## src/hw/rtl/http_request_line_checker_unit_assert.svh

```systemverilog
// Assertion macros for the request line checker.
// Expects clk and rst_n in scope at every use.
`ifndef HTTP_REQUEST_LINE_CHECKER_UNIT_ASSERT_SVH
`define HTTP_REQUEST_LINE_CHECKER_UNIT_ASSERT_SVH

// Same-cycle implication.
`define HRLC_ASSERT_NOW(label, ante, cons) \
    label: assert property (@(posedge clk) disable iff (!rst_n) (ante) |-> (cons)) \
        else $error("request line checker: same-cycle check failed");

// Next-cycle implication.
`define HRLC_ASSERT_NEXT(label, ante, cons) \
    label: assert property (@(posedge clk) disable iff (!rst_n) (ante) |=> (cons)) \
        else $error("request line checker: next-cycle check failed");

`endif

```

## src/hw/rtl/hrlc_pkg.sv

```systemverilog
// Shared types, codes and match tables for the request line checker.
// No dependencies.
package hrlc_pkg;

    localparam int BYTE_W    = 8;
    localparam int STATUS_W  = 3;
    localparam int METHOD_W  = 2;
    localparam int VERSION_W = 2;
    localparam int OFFSET_W  = 13;
    localparam int LIMIT_W   = 13;

    localparam logic [LIMIT_W-1:0] PATH_LIMIT_RESET = 13'd4096;

    // Verdict codes
    localparam logic [STATUS_W-1:0] ST_OK        = 3'd0;
    localparam logic [STATUS_W-1:0] ST_BAD       = 3'd1;
    localparam logic [STATUS_W-1:0] ST_FORBIDDEN = 3'd2;
    localparam logic [STATUS_W-1:0] ST_TOO_LONG  = 3'd3;
    localparam logic [STATUS_W-1:0] ST_NOT_IMPL  = 3'd4;
    localparam logic [STATUS_W-1:0] ST_VERSION   = 3'd5;

    localparam logic [METHOD_W-1:0] MC_UNKNOWN = 2'd0;
    localparam logic [METHOD_W-1:0] MC_GET     = 2'd1;
    localparam logic [METHOD_W-1:0] MC_POST    = 2'd2;
    localparam logic [METHOD_W-1:0] MC_HEAD    = 2'd3;

    localparam logic [VERSION_W-1:0] VC_UNKNOWN = 2'd0;
    localparam logic [VERSION_W-1:0] VC_HTTP10  = 2'd1;
    localparam logic [VERSION_W-1:0] VC_HTTP11  = 2'd2;
    localparam logic [VERSION_W-1:0] VC_UNSUPP  = 2'd3;

    // Characters of interest
    localparam logic [BYTE_W-1:0] CH_NUL   = 8'h00;
    localparam logic [BYTE_W-1:0] CH_LF    = 8'h0A;
    localparam logic [BYTE_W-1:0] CH_CR    = 8'h0D;
    localparam logic [BYTE_W-1:0] CH_SP    = 8'h20;
    localparam logic [BYTE_W-1:0] CH_DOT   = 8'h2E;
    localparam logic [BYTE_W-1:0] CH_SLASH = 8'h2F;

    // Method candidates: GET, POST, HEAD
    localparam logic [BYTE_W-1:0] METHOD_WORDS [3][4] = '{
        '{"G", "E", "T", 8'h00},
        '{"P", "O", "S", "T"},
        '{"H", "E", "A", "D"}
    };
    localparam logic [2:0] METHOD_LENS [3] = '{3'd3, 3'd4, 3'd4};
    localparam logic [2:0] MPOS_MAX = 3'd5;

    // Version candidates: 1.0, 1.1, 0.9, 2.0
    localparam logic [BYTE_W-1:0] VERSION_WORDS [4][8] = '{
        '{"H", "T", "T", "P", "/", "1", ".", "0"},
        '{"H", "T", "T", "P", "/", "1", ".", "1"},
        '{"H", "T", "T", "P", "/", "0", ".", "9"},
        '{"H", "T", "T", "P", "/", "2", ".", "0"}
    };
    localparam logic [3:0] VPOS_END = 4'd8;
    localparam logic [3:0] VPOS_MAX = 4'd9;

    typedef struct packed {
        logic [2:0]          token_count;
        logic                inside_token;
        logic                line_ended;
        logic                pending_cr;
        logic [2:0]          m_live;
        logic [2:0]          m_pos;
        logic [3:0]          v_live;
        logic [3:0]          v_pos;
        logic [OFFSET_W-1:0] path_start;
        logic [LIMIT_W-1:0]  path_count;
        logic                path_slash_first;
        logic [1:0]          trav_prog;
        logic                trav_found;
        logic [1:0]          term_prog;
        logic                term_found;
        logic                zero_seen;
    } scan_state_t;

    localparam scan_state_t SCAN_RESET = '{
        token_count:      3'd0,
        inside_token:     1'b0,
        line_ended:       1'b0,
        pending_cr:       1'b0,
        m_live:           3'b111,
        m_pos:            3'd0,
        v_live:           4'b1111,
        v_pos:            4'd0,
        path_start:       13'd0,
        path_count:       13'd0,
        path_slash_first: 1'b0,
        trav_prog:        2'd0,
        trav_found:       1'b0,
        term_prog:        2'd0,
        term_found:       1'b0,
        zero_seen:        1'b0
    };

endpackage

```

## src/hw/rtl/hrlc_stream_if.sv

```systemverilog
// Valid/ready channels for request bytes and verdicts.
// Depends on hrlc_pkg.
interface hrlc_req_if import hrlc_pkg::*; ();
    logic              valid;
    logic              ready;
    logic [BYTE_W-1:0] data_byte;
    logic              last_byte;

    modport source (output valid, data_byte, last_byte, input ready);
    modport sink   (input valid, data_byte, last_byte, output ready);
endinterface

interface hrlc_res_if import hrlc_pkg::*; ();
    logic                 valid;
    logic                 ready;
    logic [STATUS_W-1:0]  status;
    logic [METHOD_W-1:0]  method_code;
    logic [VERSION_W-1:0] version_code;
    logic [OFFSET_W-1:0]  path_offset;
    logic [LIMIT_W-1:0]   path_length;

    modport source (output valid, status, method_code, version_code, path_offset,
                    path_length, input ready);
    modport sink   (input valid, status, method_code, version_code, path_offset,
                    path_length, output ready);
endinterface

```

## src/hw/rtl/hrlc_tracker.sv

```systemverilog
// Running match state of the request checker: one byte per step.
// Depends on hrlc_pkg and the assertion macro header.
`include "http_request_line_checker_unit_assert.svh"

module hrlc_tracker import hrlc_pkg::*; #(
    parameter int MAX_REQUEST_BYTES = 8192,
    localparam int POS_W = $clog2(MAX_REQUEST_BYTES + 1)
) (
    input  logic               clk,
    input  logic               rst_n,
    input  logic               step,
    input  logic               last,
    input  logic [BYTE_W-1:0]  data_byte,
    input  logic [LIMIT_W-1:0] path_limit,
    output scan_state_t        scan_upd
);

    scan_state_t       state_reg;
    scan_state_t       state_next;
    logic [POS_W-1:0]  pos_reg;
    logic [POS_W-1:0]  pos_next;
    logic [POS_W-1:0]  pos_upd;
    logic [OFFSET_W-1:0] pos_cur;
    logic [OFFSET_W-1:0] pos_prev;

    function automatic scan_state_t method_byte(scan_state_t s, logic [BYTE_W-1:0] b);
        scan_state_t n;
        n = s;
        for (int c = 0; c < 3; c++) begin
            if (s.m_pos >= METHOD_LENS[c] || b != METHOD_WORDS[c][s.m_pos[1:0]])
                n.m_live[c] = 1'b0;
        end
        if (s.m_pos < MPOS_MAX)
            n.m_pos = s.m_pos + 3'd1;
        return n;
    endfunction

    function automatic scan_state_t version_byte(scan_state_t s, logic [BYTE_W-1:0] b);
        scan_state_t n;
        n = s;
        for (int c = 0; c < 4; c++) begin
            if (s.v_pos[3] || b != VERSION_WORDS[c][s.v_pos[2:0]])
                n.v_live[c] = 1'b0;
        end
        if (s.v_pos < VPOS_MAX)
            n.v_pos = s.v_pos + 4'd1;
        return n;
    endfunction

    function automatic scan_state_t path_byte(scan_state_t s, logic [BYTE_W-1:0] b,
                                              logic [LIMIT_W-1:0] limit);
        scan_state_t n;
        n = s;
        if (s.path_count < limit)
            n.path_count = s.path_count + 13'd1;
        priority if (b == CH_DOT)
            n.trav_prog = (s.trav_prog != 2'd0) ? 2'd2 : 2'd1;
        else if (b == CH_SLASH && s.trav_prog == 2'd2)
        begin
            n.trav_found = 1'b1;
            n.trav_prog  = 2'd0;
        end
        else
            n.trav_prog = 2'd0;
        return n;
    endfunction

    function automatic scan_state_t line_byte(scan_state_t s, logic [BYTE_W-1:0] b,
                                              logic [OFFSET_W-1:0] pos,
                                              logic [LIMIT_W-1:0] limit);
        scan_state_t n;
        n = s;
        if (b == CH_SP)
            n.inside_token = 1'b0;
        else
        begin
            if (!s.inside_token)
            begin
                n.inside_token = 1'b1;
                if (s.token_count < 3'd4)
                    n.token_count = s.token_count + 3'd1;
                if (n.token_count == 3'd2)
                begin
                    n.path_start       = pos;
                    n.path_slash_first = (b == CH_SLASH);
                end
            end
            unique case (n.token_count)
                3'd1:    n = method_byte(n, b);
                3'd2:    n = path_byte(n, b, limit);
                3'd3:    n = version_byte(n, b);
                default: n = n;
            endcase
        end
        return n;
    endfunction

    // Search for CR LF CR LF anywhere in the buffer
    function automatic scan_state_t term_byte(scan_state_t s, logic [BYTE_W-1:0] b);
        scan_state_t n;
        n = s;
        if (b == (s.term_prog[0] ? CH_LF : CH_CR))
        begin
            if (s.term_prog == 2'd3)
            begin
                n.term_found = 1'b1;
                n.term_prog  = 2'd0;
            end
            else
                n.term_prog = s.term_prog + 2'd1;
        end
        else
            n.term_prog = (b == CH_CR) ? 2'd1 : 2'd0;
        return n;
    endfunction

    always_comb
    begin
        scan_upd = state_reg;
        pos_upd  = pos_reg;
        pos_cur  = OFFSET_W'(pos_reg);
        pos_prev = OFFSET_W'(pos_reg - POS_W'(1));
        if (!state_reg.zero_seen && pos_reg < POS_W'(MAX_REQUEST_BYTES))
        begin
            pos_upd = pos_reg + POS_W'(1);
            if (data_byte == CH_NUL)
                scan_upd.zero_seen = 1'b1;
            else
            begin
                scan_upd = term_byte(scan_upd, data_byte);
                if (!scan_upd.line_ended)
                begin
                    if (scan_upd.pending_cr && data_byte == CH_LF)
                    begin
                        scan_upd.pending_cr = 1'b0;
                        scan_upd.line_ended = 1'b1;
                    end
                    else
                    begin
                        // a CR not followed by LF is an ordinary token byte
                        if (scan_upd.pending_cr)
                        begin
                            scan_upd.pending_cr = 1'b0;
                            scan_upd = line_byte(scan_upd, CH_CR, pos_prev, path_limit);
                        end
                        if (data_byte == CH_CR)
                            scan_upd.pending_cr = 1'b1;
                        else
                            scan_upd = line_byte(scan_upd, data_byte, pos_cur, path_limit);
                    end
                end
            end
        end
    end

    always_comb
    begin
        state_next = state_reg;
        pos_next   = pos_reg;
        if (step)
        begin
            if (last)
            begin
                state_next = SCAN_RESET;
                pos_next   = '0;
            end
            else
            begin
                state_next = scan_upd;
                pos_next   = pos_upd;
            end
        end
    end

    always_ff @(posedge clk or negedge rst_n)
    begin
        if (!rst_n)
        begin
            state_reg <= SCAN_RESET;
            pos_reg   <= '0;
        end
        else
        begin
            state_reg <= state_next;
            pos_reg   <= pos_next;
        end
    end

    `HRLC_ASSERT_NEXT(a_clear_after_last, step && last, state_reg == SCAN_RESET && pos_reg == '0)
    `HRLC_ASSERT_NOW(a_cr_closed_by_line_end, state_reg.line_ended, !state_reg.pending_cr)
    `HRLC_ASSERT_NOW(a_pos_saturates, 1'b1, pos_reg <= POS_W'(MAX_REQUEST_BYTES))

endmodule

```

## src/hw/rtl/hrlc_verdict.sv

```systemverilog
// Verdict decode and result register of the request checker.
// Depends on hrlc_pkg, hrlc_stream_if and the assertion macro header.
`include "http_request_line_checker_unit_assert.svh"

module hrlc_verdict import hrlc_pkg::*; (
    input  logic               clk,
    input  logic               rst_n,
    input  logic               load,
    input  scan_state_t        scan_upd,
    input  logic [LIMIT_W-1:0] path_limit,
    hrlc_res_if.source         res
);

    logic                 valid_reg;
    logic                 valid_next;
    logic [STATUS_W-1:0]  status_reg;
    logic [METHOD_W-1:0]  method_reg;
    logic [VERSION_W-1:0] version_reg;
    logic [OFFSET_W-1:0]  offset_reg;
    logic [LIMIT_W-1:0]   length_reg;

    logic [METHOD_W-1:0]  mc;
    logic [VERSION_W-1:0] vc;
    logic [STATUS_W-1:0]  status_next;
    logic                 bad;

    always_comb
    begin
        priority if (scan_upd.m_live[0] && scan_upd.m_pos == METHOD_LENS[0])
            mc = MC_GET;
        else if (scan_upd.m_live[1] && scan_upd.m_pos == METHOD_LENS[1])
            mc = MC_POST;
        else if (scan_upd.m_live[2] && scan_upd.m_pos == METHOD_LENS[2])
            mc = MC_HEAD;
        else
            mc = MC_UNKNOWN;

        priority if (scan_upd.v_pos != VPOS_END)
            vc = VC_UNKNOWN;
        else if (scan_upd.v_live[0])
            vc = VC_HTTP10;
        else if (scan_upd.v_live[1])
            vc = VC_HTTP11;
        else if (scan_upd.v_live[3:2] != 2'b00)
            vc = VC_UNSUPP;
        else
            vc = VC_UNKNOWN;

        bad = 1'b0;
        priority if (!scan_upd.term_found || scan_upd.token_count != 3'd3)
        begin
            bad         = 1'b1;
            status_next = ST_BAD;
        end
        else if (scan_upd.path_count >= path_limit)
            status_next = ST_TOO_LONG;
        else if (!scan_upd.path_slash_first || vc == VC_UNKNOWN)
        begin
            bad         = 1'b1;
            status_next = ST_BAD;
        end
        else if (scan_upd.trav_found)
            status_next = ST_FORBIDDEN;
        else if (mc == MC_UNKNOWN)
            status_next = ST_NOT_IMPL;
        else if (vc == VC_UNSUPP)
            status_next = ST_VERSION;
        else if (mc == MC_POST)
            status_next = ST_NOT_IMPL;
        else
            status_next = ST_OK;

        valid_next = load ? 1'b1 : (res.ready ? 1'b0 : valid_reg);
    end

    always_ff @(posedge clk or negedge rst_n)
    begin
        if (!rst_n)
            valid_reg <= 1'b0;
        else
            valid_reg <= valid_next;
    end

    always_ff @(posedge clk)
    begin
        if (load)
        begin
            status_reg  <= status_next;
            method_reg  <= bad ? MC_UNKNOWN : mc;
            version_reg <= bad ? VC_UNKNOWN : vc;
            offset_reg  <= scan_upd.path_start;
            length_reg  <= scan_upd.path_count;
        end
    end

    assign res.valid        = valid_reg;
    assign res.status       = status_reg;
    assign res.method_code  = method_reg;
    assign res.version_code = version_reg;
    assign res.path_offset  = offset_reg;
    assign res.path_length  = length_reg;

    `HRLC_ASSERT_NEXT(a_load_shows_result, load, valid_reg)
    `HRLC_ASSERT_NOW(a_bad_clears_codes, valid_reg && status_reg == ST_BAD,
                     method_reg == MC_UNKNOWN && version_reg == VC_UNKNOWN)

endmodule

```

## src/hw/rtl/http_request_line_checker_unit.sv

```systemverilog
// Top level of the request line checker: input stage, tracker and verdict.
// Depends on hrlc_pkg, hrlc_stream_if, hrlc_tracker, hrlc_verdict.
//
// Checks an HTTP/1.x request presented one byte per beat on req, the final
// byte of each buffer flagged by last_byte. Bytes after the first zero byte,
// or beyond MAX_REQUEST_BYTES, are ignored; the flagged byte still closes the
// buffer. One verdict beat leaves on res for every flagged byte: status,
// method and version codes, and the offset and length of the path token.
// The block takes one byte every cycle while no flagged byte waits on res. A
// byte sits in the input register, where the running match state is advanced;
// a flagged byte loads the result register at the edge that advances it, and
// the verdict shows on res from there. The result register parts the two
// sides: while a verdict waits on res, the next flagged byte holds in the
// input register and the beats behind it wait; ordinary bytes never wait on res.
// path_limit (reset 4096) is written through cfg_wr_en/cfg_wr_data and must
// only change while no request is in flight.
`include "http_request_line_checker_unit_assert.svh"

module http_request_line_checker_unit import hrlc_pkg::*; #(
    parameter int MAX_REQUEST_BYTES = 8192
) (
    input  logic               clk,
    input  logic               rst_n,
    input  logic               cfg_wr_en,
    input  logic [LIMIT_W-1:0] cfg_wr_data,
    hrlc_req_if.sink           req,
    hrlc_res_if.source         res
);

    logic [LIMIT_W-1:0] path_limit_reg;

    // input register
    logic              s1_valid_reg;
    logic              s1_valid_next;
    logic [BYTE_W-1:0] s1_byte_reg;
    logic              s1_last_reg;
    logic              s1_adv;
    logic              req_fire;

    scan_state_t scan_upd;

    // Advance the held byte unless it closes a buffer and the previous
    // verdict still waits on res.
    assign s1_adv    = s1_valid_reg && (!s1_last_reg || !res.valid || res.ready);
    assign req.ready = !s1_valid_reg || s1_adv;
    assign req_fire  = req.valid && req.ready;

    always_comb
    begin
        s1_valid_next = s1_valid_reg;
        if (req_fire)
            s1_valid_next = 1'b1;
        else if (s1_adv)
            s1_valid_next = 1'b0;
    end

    always_ff @(posedge clk or negedge rst_n)
    begin
        if (!rst_n)
        begin
            s1_valid_reg   <= 1'b0;
            path_limit_reg <= PATH_LIMIT_RESET;
        end
        else
        begin
            s1_valid_reg <= s1_valid_next;
            if (cfg_wr_en)
                path_limit_reg <= cfg_wr_data;
        end
    end

    // hold the payload until the stage drains
    always_ff @(posedge clk)
    begin
        if (req_fire)
        begin
            s1_byte_reg <= req.data_byte;
            s1_last_reg <= req.last_byte;
        end
    end

    hrlc_tracker #(
        .MAX_REQUEST_BYTES (MAX_REQUEST_BYTES)
    ) u_tracker (
        .clk        (clk),
        .rst_n      (rst_n),
        .step       (s1_adv),
        .last       (s1_last_reg),
        .data_byte  (s1_byte_reg),
        .path_limit (path_limit_reg),
        .scan_upd   (scan_upd)
    );

    hrlc_verdict u_verdict (
        .clk        (clk),
        .rst_n      (rst_n),
        .load       (s1_adv && s1_last_reg),
        .scan_upd   (scan_upd),
        .path_limit (path_limit_reg),
        .res        (res)
    );

    `HRLC_ASSERT_NOW(a_plain_byte_never_stalls, s1_valid_reg && !s1_last_reg, req.ready)

endmodule

```

## src/flat_wrapper.sv

```systemverilog
// flat-port wrapper written by rule: the top's interface ports become plain ports
module http_request_line_checker_unit_flat import hrlc_pkg::*;
#(
    parameter int MAX_REQUEST_BYTES = 8192
)
  (clk, rst_n, cfg_wr_en, cfg_wr_data, req_valid, req_data_byte, req_last_byte, req_ready, res_valid, res_status, res_method_code, res_version_code, res_path_offset, res_path_length, res_ready);
  hrlc_req_if req_i ();
  hrlc_res_if res_i ();
  input  logic clk;
  input  logic rst_n;
  input  logic cfg_wr_en;
  input  logic [LIMIT_W-1:0] cfg_wr_data;
  input wire logic [$bits(req_i.valid)-1:0] req_valid;
  input wire logic [$bits(req_i.data_byte)-1:0] req_data_byte;
  input wire logic [$bits(req_i.last_byte)-1:0] req_last_byte;
  output wire logic [$bits(req_i.ready)-1:0] req_ready;
  output wire logic [$bits(res_i.valid)-1:0] res_valid;
  output wire logic [$bits(res_i.status)-1:0] res_status;
  output wire logic [$bits(res_i.method_code)-1:0] res_method_code;
  output wire logic [$bits(res_i.version_code)-1:0] res_version_code;
  output wire logic [$bits(res_i.path_offset)-1:0] res_path_offset;
  output wire logic [$bits(res_i.path_length)-1:0] res_path_length;
  input wire logic [$bits(res_i.ready)-1:0] res_ready;
  assign req_i.valid = req_valid;
  assign req_i.data_byte = req_data_byte;
  assign req_i.last_byte = req_last_byte;
  assign req_ready = req_i.ready;
  assign res_valid = res_i.valid;
  assign res_status = res_i.status;
  assign res_method_code = res_i.method_code;
  assign res_version_code = res_i.version_code;
  assign res_path_offset = res_i.path_offset;
  assign res_path_length = res_i.path_length;
  assign res_i.ready = res_ready;
  http_request_line_checker_unit #(.MAX_REQUEST_BYTES(MAX_REQUEST_BYTES)) u_core (.clk(clk), .rst_n(rst_n), .cfg_wr_en(cfg_wr_en), .cfg_wr_data(cfg_wr_data), .req(req_i), .res(res_i));
endmodule
```

## config.mk

```make
export PLATFORM = sky130hd
export DESIGN_NAME = http_request_line_checker_unit_flat
export DESIGN_NICKNAME = d
export VERILOG_FILES = /design/src/hw/rtl/hrlc_pkg.sv /design/src/hw/rtl/hrlc_stream_if.sv /design/src/hw/rtl/hrlc_tracker.sv /design/src/hw/rtl/hrlc_verdict.sv /design/src/hw/rtl/http_request_line_checker_unit.sv /design/src/flat_wrapper.sv
export VERILOG_INCLUDE_DIRS = /design/src /design/src/hw/rtl
export SDC_FILE = /design/constraint.sdc
export NUM_CORES = 1
export LEC_CHECK = 0
export ABC_CLOCK_PERIOD_IN_PS = 6400
export BUFFER_PORTS_ARGS = -buffer_cell sky130_fd_sc_hd__buf_2
export CORE_MARGIN = 1
export CORE_UTILIZATION = 45
export CTS_BUF_LIST = sky130_fd_sc_hd__clkbuf_8
export CTS_CLUSTER_DIAMETER = 200
export CTS_CLUSTER_SIZE = 10
export DETAILED_ROUTE_END_ITERATION = 10
export GPL_TIMING_DRIVEN = 0
export SETUP_SLACK_MARGIN = 0.02
export SYNTH_ARGS = -nofsm -noshare
export SYNTH_HDL_FRONTEND = slang
export SYNTH_SLANG_ARGS = --single-unit
```

## constraint.sdc

```tcl
create_clock -name clk -period 6.4 [get_ports clk]
set_input_delay 0 -clock clk [delete_from_list [all_inputs] [get_ports clk]]
set_output_delay 0 -clock clk [all_outputs]
set_load 0.02 [all_outputs]
```

==> results of run 1 <==
[path summary, 6_finish.rpt]
kind / from / endpoint / slack [ps] / depth (start not counted)
worst max-delay path: u_core.u_tracker.state_reg[51] / u_core.u_verdict.res.status[0] / 50 / 26
worst min-delay path: rst_n / u_core.u_tracker.state_reg[43] / 70 / 2
max in group asynchronous: rst_n / u_core.path_limit_reg[12] / 5650 / 3
worst min register to register: u_core.u_tracker.state_reg[40] / u_core.u_tracker.state_reg[40] / 460 / 2
worst max register to register: u_core.u_tracker.state_reg[51] / u_core.u_verdict.res.status[0] / 50 / 26
min in group clk: cfg_wr_en / u_core.path_limit_reg[0] / 80 / 2
[metal layers]
metal	share of wire, %	up-vias	global-route usage (%)
li1	-	3992	-
met1	48	4037	39.6
met2	44	306	40.3
met3	6.1	48	5.06
met4	1.9	0	7.61
met5	0	-	0
[worst reg2reg max path, delay by kind of cell, from the launching register on]
kind                       cells  cell delay [ps]
muxes                          1              220
adders and majority gates      3              780
DFF                            1              440
buffers and inverters          1              130
and+or+nand+nor                5              930
xor gates and xnor gates       2              480
AOI/OAI and AO/OA             14             3110
[kinds of logic (layout without fill, tap and decap cells)]
kind of cell / count (synthesis) / after routing / share of synthesized area, %
muxes: 26 / 26 / 3.11
xor gates and xnor gates: 48 / 48 / 4.68
AOI/OAI and AO/OA: 286 / 286 / 22.3
and+or+nand+nor: 354 / 354 / 20.3
adders and majority gates: 59 / 59 / 8.22
buffers and inverters: 96 / 250 / 4.10
other: 0 / 1 / 0
DFF: 125 / 125 / 37.3
[power groups by stage]
stage,sequential (mW),clock [mW],combinational [mW]
after floorplan,0.983,0,0.585
after global placement,0.983,0,0.796
after detailed placement,0.983,0,0.806
after CTS,0.967,0.678,0.852
after global routing,0.978,0.710,0.997
final,0.970,0.669,0.911
[cell type report]
cell class / count / area [sq um] / share of cell area [%]
diodes: 1 / 2.50 / 0.0229
plain buffers: 49 / 199 / 1.82
clock buffers: 18 / 248 / 2.26
clock inverters: 14 / 119 / 1.09
inverters: 47 / 176 / 1.61
multi-input cells: 773 / 5650 / 51.6
flip-flops and latches: 125 / 3350 / 30.6
well taps: 265 / 332 / 3.03
repair buffers: 122 / 877 / 8.01
[per-stage QoR]
| stage | power [mW] | setup slack, ps | area, sq um | cells | setup TNS, ps |
|---|---|---|---|---|---|
| 2_1_floorplan | 1.57 | 274 | 8980 | 994 | 0 |
| 3_3_place_gp | 1.78 | -1800 | 9610 | 1319 | -12250 |
| 3_5_place_dp | 1.79 | -1750 | 9670 | 1322 | -11910 |
| 4_1_cts | 2.50 | 20.1 | 10600 | 1397 | 0 |
| 5_1_grt | 2.69 | -124 | 10900 | 1413 | -509 |
| 6_report | 2.55 | 54.1 | 11000 | 1414 | 0 |
[what timing repair did]
action                                  CTS  global route
hold buffers                             30             0
hold endpoints to repair                105             0
endpoints found under the setup margin    7             7
setup buffers                            13            16
pin swaps                                14            37
resized for setup                        37            35
[layout by cell type (no fill, tap or decap), types with 13 or more instances in the layout]
cell / count
nand2_1: 95
dfrtp_1: 72
buf_2: 65
nor2_1: 65
o21ai_0: 57
a21oi_1: 56
ha_1: 53
inv_1: 48
edfxtp_1: 42
clkbuf_1: 36
dlygate4sd3_1: 30
buf_4: 29
nor3_1: 28
nand3_1: 28
a22o_1: 27
xnor2_1: 23
nand4_1: 21
xor2_1: 21
clkbuf_8: 18
a21o_1: 16
mux2_2: 13
==> results.sh, run 1 <==
export IMPL_rsz0062_at_grt="yes"
export IMPL_yosys_warnings=0
export IMPL_postRouteAntennaNets=0
export IMPL_firstDrtPassIters=6
export IMPL_grt_pass1_wl_um=41900
export IMPL_core_area_sq_um=19500
export IMPL_place_congestion=0.930
export IMPL_clock_sinks=125
export IMPL_die_area_sq_um=20500
export IMPL_port_buffers=60
export IMPL_swShare_pct=37.6
export IMPL_finalNetCount=1221
export IMPL_status="finished clean"
export IMPL_vias=8383
export IMPL_hpwlAfterDp_um=19100
export IMPL_fill_cells=1819
export IMPL_required_ps=6590
export IMPL_worstPathArrival_ps=6540
export IMPL_fin_crit_ps=6350
export IMPL_netlist_instances=994
export IMPL_areaGrowthSynthToFinish_pct=22.0
export IMPL_max_cap_violations=0
export IMPL_grt_max_degree=49
export IMPL_routed_wl_um=27200
export IMPL_clk_pin_slew_ps=90
export IMPL_power_density_nw_per_um2=233
export IMPL_clkPwrFrac_pct=26.2
export IMPL_cts_buffer_depth=2
export IMPL_die_h_um=143
export IMPL_p_leak_nw=4.74
export IMPL_setup_viol=0
export IMPL_synth_top_cells_by_count="nand2_1 (97), dfrtp_1 (75), nor2_1 (66)"
export IMPL_io_pins=62
export IMPL_finClkSkew_ps=18.3
export IMPL_synth_top_area_share_pct=20.9
export IMPL_cts_buffers=17
export IMPL_yosysMostFrequentCell="nand2_1"
export IMPL_htree_levels=4
export IMPL_end_kind="flip-flop"
export IMPL_relSlewSlack_pct=34.8
export IMPL_grt_pass1_vias=7621
export IMPL_final_core_util_pct=56.1
export IMPL_rows=51
export IMPL_synthFlopType="dfrtp_1"
export IMPL_worst_path_most_repeated_cell="a21o_1"
export IMPL_synth_seq_cells=125
export IMPL_start_kind="flip-flop"
export IMPL_largest_reg_flops=54
export IMPL_cts_tree="yes"
export IMPL_yosys_cell_types_count=85
export IMPL_tightest_slew_ps=968
export IMPL_hp_class="in -> async"
export IMPL_synth_area_sq_um=8980
export IMPL_path_max_fanout=7
export IMPL_synth_avg_cell_area_sq_um=9.03
export IMPL_wl_per_cell_um=19.3
export IMPL_slowest_delay_ps=440
export IMPL_seqPwrFrac_pct=38.0
export IMPL_die_w_um=143
export IMPL_path_class="reg -> reg"
export IMPL_cpMaxStageDelayCell="dfrtp_2"
export IMPL_holdWs_ps=72.4
export IMPL_grt_overflow_total=0
export IMPL_netlist_top_cells_area="dfrtp_1 (21%), edfxtp_1 (14%), ha_1 (8.2%)"
export IMPL_critPathTopFamily="compound AO/OA/AOI/OAI gates"
export IMPL_timing_final_crit_share_pct=99.2
export IMPL_ys_seq_area_share_pct=37.3
export IMPL_critical_path_buf_inv_count=1
export IMPL_hold_viol_final=0
export IMPL_layout_drive_gt1_share_pct=19.6
export IMPL_p_int_mw=1.59
export IMPL_synthArstFlopShare_pct=66.4
export IMPL_clockRootBuffer="clkbuf_8"
export IMPL_fmax_ghz=0.158
export IMPL_synthesis_nets=1080
export IMPL_antenna_found_initial=0
export IMPL_share_comb_of_total_power_pct=35.7
export IMPL_synth_area_leader_cell="dfrtp_1"
export IMPL_p_switching_mw=0.959
export IMPL_slew_violations=0
export IMPL_synth_edf_count=42
export IMPL_via_per_inst=5.93
export IMPL_initial_utilization_pct=46.0
export IMPL_grtUsageTotal_pct=27.0
export IMPL_clock_latency_ps=460
export IMPL_ir_drop_v=0.000143
export IMPL_drt_iter0_markers=589
export IMPL_drc=0
Power figures use the tool's default switching activity.
==> run 2, diff against run 1 <==
==> constraint.sdc (replaced) <==
create_clock -name clk -period 6.4 [get_ports clk]
set_input_delay 1.28 -clock clk [delete_from_list [all_inputs] [get_ports clk]]
set_output_delay 1.28 -clock clk [all_outputs]
set_load 0.02 [all_outputs]
==> run 2 against run 1 <==
  * Final cell count decreased by 2.3%
  * Die area unchanged
  * Wire length decreased by 1.5%
  * Combinational power decreased by 2%
  * Flip-flop and latch count unchanged
  * First-iteration DRC count decreased by 1.7%
  * Critical path type unchanged
  * Largest cell class unchanged
==> results.sh, run 2 (synthesis gave the netlist of run 1 again) <==
export IMPL_status="finished clean"
export IMPL_ir_drop_v=0.000133
export IMPL_r2r_slack_ps=40
export IMPL_final_cell_mix="nand2_1 (95), dfrtp_1 (72), buf_2 (65), nor2_1 (65), o21ai_0 (57)"
export IMPL_grtUsageTotal_pct=26.7
export IMPL_port_buffers=60
export IMPL_setup_viol=0
export IMPL_io_pins=62
export IMPL_layout_drive_gt1_share_pct=20.1
export IMPL_grt_max_degree=49
export IMPL_final_core_util_pct=54.5
export IMPL_antenna_cells=0
export IMPL_vias=8238
export IMPL_grt_pass1_vias=7431
export IMPL_finalNetCount=1190
export IMPL_path_class="reg -> reg"
export IMPL_placed_cells=1322
export IMPL_grt_pass1_wl_um=41400
export IMPL_min_delay_start="u_core.u_tracker.state_reg[40]"
export IMPL_max_cap_violations=0
export IMPL_postRouteAntennaNets=0
export IMPL_wl_per_cell_um=19.4
export IMPL_reg2regPathDepth=26
export IMPL_power_density_nw_per_um2=238
export IMPL_die_area_sq_um=20500
export IMPL_via_per_inst=5.96
export IMPL_drc=0
export IMPL_relSlewSlack_pct=36.4
export IMPL_finClkSkew_ps=19.0
export IMPL_path_max_fanout=7
export IMPL_place_congestion=0.930
export IMPL_cts_buffer_depth=2
export IMPL_hold_viol_final=0
export IMPL_clock_sinks=125
export IMPL_core_area_sq_um=19500
export IMPL_rows=51
export IMPL_die_h_um=143
export IMPL_fill_cells=1852
export IMPL_final_common_cell="nand2_1"
export IMPL_firstDrtPassIters=5
export IMPL_min_to="u_core.u_tracker.state_reg[40]"
export IMPL_min_path_cells=2
export IMPL_start_kind="flip-flop"
export IMPL_r2r_end="u_core.u_verdict.res.status[0]"
export IMPL_routed_wl_um=26800
export IMPL_timing_final_crit_share_pct=99.3
export IMPL_clock_latency_ps=460
export IMPL_htree_levels=4
export IMPL_cts_tree="yes"
export IMPL_areaGrowthSynthToFinish_pct=18.5
export IMPL_stdcell_count=1382
export IMPL_die_w_um=143
export IMPL_r2r_start="u_core.u_tracker.state_reg[51]"
export IMPL_worstPathArrival_ps=6550
export IMPL_end_kind="flip-flop"
export IMPL_slew_violations=0
export IMPL_clk_pin_slew_ps=90
export IMPL_cts_hold_buffers=0
export IMPL_hp_class="reg -> reg"
export IMPL_cts_buffers=17
export IMPL_rsz0062_at_grt="yes"
export IMPL_grt_overflow_total=0
export IMPL_drt_iter0_markers=579
export IMPL_required_ps=6590
export IMPL_p_leak_nw=4.62
export IMPL_largest_reg_flops=54
export IMPL_fmax_ghz=0.157
export IMPL_initial_utilization_pct=46.0
export IMPL_clockRootBuffer="clkbuf_8"
export IMPL_antenna_found_initial=0
export IMPL_hpwlAfterDp_um=19100
export IMPL_fin_crit_ps=6360
export IMPL_tightest_slew_ps=945
==> run 2: how the worst max path moves through the flow <==
stage | from | end | slack (ps) | depth (start not counted)
2_1_floorplan | u_core.u_tracker.state_reg[52] | u_core.u_verdict.res.status[0] | 270 | 26
3_3_place_gp | u_core.u_tracker.state_reg[52] | u_core.u_verdict.res.status[0] | -1800 | 26
3_5_place_dp | u_core.u_tracker.state_reg[52] | u_core.u_verdict.res.status[1] | -1750 | 26
4_1_cts | u_core.u_tracker.state_reg[51] | u_core.u_verdict.res.status[1] | 20 | 26
5_1_grt | u_core.u_tracker.state_reg[51] | u_core.u_verdict.res.status[0] | -130 | 29
6_report | u_core.u_tracker.state_reg[51] | u_core.u_verdict.res.status[0] | 40 | 26
==> run 2: per-stage QoR <==
step | cell area (sq um) | worst slack, ps | total power, mW | hold slack, ps | TNS (ps)
finish | 10600 | 42.4 | 2.53 | 461 | 0
global placement | 9610 | -1800 | 1.78 | 448 | -12250
global route | 10600 | -127 | 2.67 | 487 | -527
detailed placement | 9670 | -1750 | 1.79 | 448 | -11910
floorplan | 8980 | 274 | 1.57 | 439 | 0
CTS | 10300 | 20.1 | 2.48 | 462 | 0
==> run 2: layer usage <==
metal	up-vias	GRT usage [%]	part of all wire, %
li1	3930	-	-
met1	3952	39.5	48
met2	309	39.1	44
met3	47	5.47	6.4
met4	0	7.45	1.9
met5	-	0	0
==> run 2: cell type report <==
type | count | area, sq um | share of cell area (%)
multi-input combinational | 773 | 5650 | 53.1
sequential | 125 | 3350 | 31.5
timing repair buffer | 91 | 569 | 5.35
tap | 265 | 332 | 3.12
clock buffer | 18 | 248 | 2.33
buffer | 49 | 199 | 1.87
inverter | 47 | 176 | 1.66
clock inverter | 14 | 119 | 1.12
==> run 2: repair_timing <==
| item | 4_1_cts | 5_1_grt |
|---|---|---|
| endpoints found under the hold margin | 0 | 0 |
| endpoints found under the setup margin | 7 | 7 |
| buffers inserted | 13 | 15 |
| gates resized for setup | 37 | 35 |
| pin swaps | 14 | 37 |
==> run 2: report_power, final <==
group / leakage (nW) / switching, mW / internal, mW / total, mW
clock: 0.195 / 0.352 / 0.317 / 0.669
combinational: 2.92 / 0.542 / 0.352 / 0.894
sequential: 1.50 / 0.0603 / 0.909 / 0.969
==> run 2: critical path: stages (launching register included) <==
cell and delay [ps]:
dfrtp_2 440, ha_4 290, nand4bb_1 160, a211oi_2 320, o221ai_2 210, a21oi_2 200
buf_6 130, and3_4 200, nand3_4 80, xnor2_2 230, ha_1 280, a21o_1 180
a21o_1 170, a21oi_2 190, o2111ai_2 200, nor3b_2 250, o2111ai_2 160, nor3b_2 230
xor2_1 250, mux2_4 220, ha_4 200, a21o_1 170, a21o_1 190, a2111oi_4 410
o21bai_2 150, a31oi_4 370, o2111ai_2 190
==> run 3, diff against run 2 <==
CORE_UTILIZATION = 50   (was 45)
PLACE_DENSITY = 0.71   (was not set)
==> run 3 against run 2 <==
  * Critical path depth up 2
  * Sequential power about the same
  * Clock skew is 7.0 ps lower
  * Clock power grew 22%
  * Combinational power about the same
  * Worst setup slack gained 28 ps
  * Wire length decreased by 1.6%
  * Die area decreased by 9.9%
  * Design area grew 0.75%
  * Highest routed layer unchanged
==> results.sh, run 3 (synthesis gave the netlist of run 1 again) <==
export IMPL_rows=48
export IMPL_grt_pass1_vias=7647
export IMPL_clk_pin_slew_ps=80
export IMPL_setup_viol=0
export IMPL_relSlewSlack_pct=31.1
export IMPL_hp_class="reg -> reg"
export IMPL_antenna_found_initial=0
export IMPL_largest_reg_flops=54
export IMPL_grtUsageTotal_pct=29.2
export IMPL_cpMaxStageDelayCell="dfrtp_2"
export IMPL_grt_max_degree=55
export IMPL_slew_violations=0
export IMPL_fmax_ghz=0.158
export IMPL_ir_drop_v=0.000203
export IMPL_via_per_inst=6.24
export IMPL_core_area_sq_um=17400
export IMPL_required_ps=6700
export IMPL_clock_latency_ps=480
export IMPL_placed_cells=1281
export IMPL_worstPathArrival_ps=6630
export IMPL_areaGrowthSynthToFinish_pct=19.4
export IMPL_r2r_slack_ps=70
export IMPL_critical_path_buf_inv_count=3
export IMPL_drt_iter0_markers=913
export IMPL_hold_viol_final=0
export IMPL_start_kind="flip-flop"
export IMPL_initial_utilization_pct=51.5
export IMPL_finalWorstSetupSlack_ps=69.9
export IMPL_grt_overflow_total=0
export IMPL_layout_drive_gt1_share_pct=20.4
export IMPL_final_common_cell="nand2_1"
export IMPL_io_pins=62
export IMPL_cts_tree="yes"
export IMPL_finalNetCount=1195
export IMPL_slowest_delay_ps=450
export IMPL_holdWs_ps=463
export IMPL_htree_levels=4
export IMPL_final_cell_mix="nand2_1 (96), dfrtp_1 (72), nor2_1 (65)"
export IMPL_timing_final_crit_share_pct=98.9
export IMPL_multi_input_area_sq_um=5640
export IMPL_clockRootBuffer="clkbuf_8"
export IMPL_vias=8401
export IMPL_die_h_um=136
export IMPL_hpwlAfterDp_um=18500
export IMPL_preCtsSetupSlack_ps=-1690
export IMPL_place_congestion=0.984
export IMPL_postRouteAntennaNets=0
export IMPL_die_w_um=136
export IMPL_firstDrtPassIters=5
export IMPL_port_buffers=60
export IMPL_stdcell_count=1347
export IMPL_drc=0
export IMPL_critPathTopFamily="compound AO/OA/AOI/OAI gates"
export IMPL_status="finished clean"
export IMPL_seq_area_sq_um=3350
export IMPL_cts_buffer_depth=2
export IMPL_clock_sinks=125
export IMPL_cts_buffers=17
export IMPL_cts_hold_buffers=0
export IMPL_path_class="reg -> reg"
export IMPL_path_max_fanout=7
export IMPL_wl_per_cell_um=19.6
export IMPL_p_leak_nw=4.64
export IMPL_max_cap_violations=0
export IMPL_tightest_slew_ps=1020
export IMPL_power_density_nw_per_um2=249
export IMPL_rsz0062_at_grt="yes"
export IMPL_grt_pass1_wl_um=40800
export IMPL_fin_crit_ps=6330
export IMPL_routed_wl_um=26400
export IMPL_end_kind="flip-flop"
export IMPL_finClkSkew_ps=11.9
export IMPL_die_area_sq_um=18500
export IMPL_antenna_cells=0
export IMPL_fill_cells=1451
run 3: cell types whose count changed in the layout (fill, tap and decap cells not counted), sizes merged:
cell    before  now
clkinv       8    6
bufinv       1    5
buf        103  108
clkbuf      55   54
inv         51   50
run 3: what timing repair did:
| item | 4_1_cts | 5_1_grt |
|---|---|---|
| pin swaps | 11 | 32 |
| setup buffers | 13 | 21 |
| endpoints found under the setup margin | 7 | 7 |
| gates resized for setup | 35 | 33 |
| endpoints found under the hold margin | 0 | 0 |
run 3: path summary, 6_finish.rpt:
| kind | start | end | cells past startpoint |
|---|---|---|---|
| worst max-delay path | u_core.u_tracker.state_reg[51] | u_core.u_verdict.res.method_code[0] | 28 |
| worst min register to register | u_core.u_tracker.state_reg[40] | u_core.u_tracker.state_reg[40] | 2 |
| max in group asynchronous | rst_n | u_core.path_limit_reg[12] | 2 |
| min in group asynchronous | rst_n | u_core.u_tracker.state_reg[35] | 1 |
| worst min-delay path | u_core.u_tracker.state_reg[40] | u_core.u_tracker.state_reg[40] | 2 |
| worst max register to register | u_core.u_tracker.state_reg[51] | u_core.u_verdict.res.method_code[0] | 28 |
run 3: worst register-to-register path: cells and delay by family (launching register included):
family,cells,cell delay (ps)
AND/OR/NAND/NOR,6,1120
buffers and inverters,3,490
AO/OA/AOI/OAI,13,2590
multiplexers,1,310
flip-flops,1,450
adder cells (fa/ha/maj),3,870
XOR/XNOR,2,320
run 3: layout make-up:
class	instances	area share, %
Buffer	49	1.86
Clock buffer	17	2.18
Clock inverter	15	2.03
Inverter	47	1.65
Multi-Input combinational cell	773	52.6
Sequential cell	125	31.3
Tap cell	225	2.63
Timing Repair Buffer	96	5.77
run 3: power by group:
part           switching, mW  internal [mW]  total (mW)
Clock                  0.351          0.463       0.814
Combinational          0.539          0.352       0.891
Sequential            0.0606          0.909       0.970
run 3: per-layer routing:
| metal | vias up | GRT usage (%) | share of wire (%) |
|---|---|---|---|
| li1 | 3944 | - | - |
| met1 | 4035 | 41.8 | 45 |
| met2 | 382 | 43.6 | 45 |
| met3 | 40 | 6.00 | 8.2 |
| met4 | 0 | 10.1 | 2.0 |
| met5 | - | 0 | 0 |
run 3: stage by stage:
stage          total power, mW  TNS, ps  area (sq um)  utilization (%)
2_1_floorplan             1.57        0          8980                -
3_3_place_gp              1.76   -11090          9560             54.9
3_5_place_dp              1.78   -11420          9620             55.2
4_1_cts                   2.62        0         10300             59.4
5_1_grt                   2.81     -852         10700             61.6
6_report                  2.67        0         10700             61.6
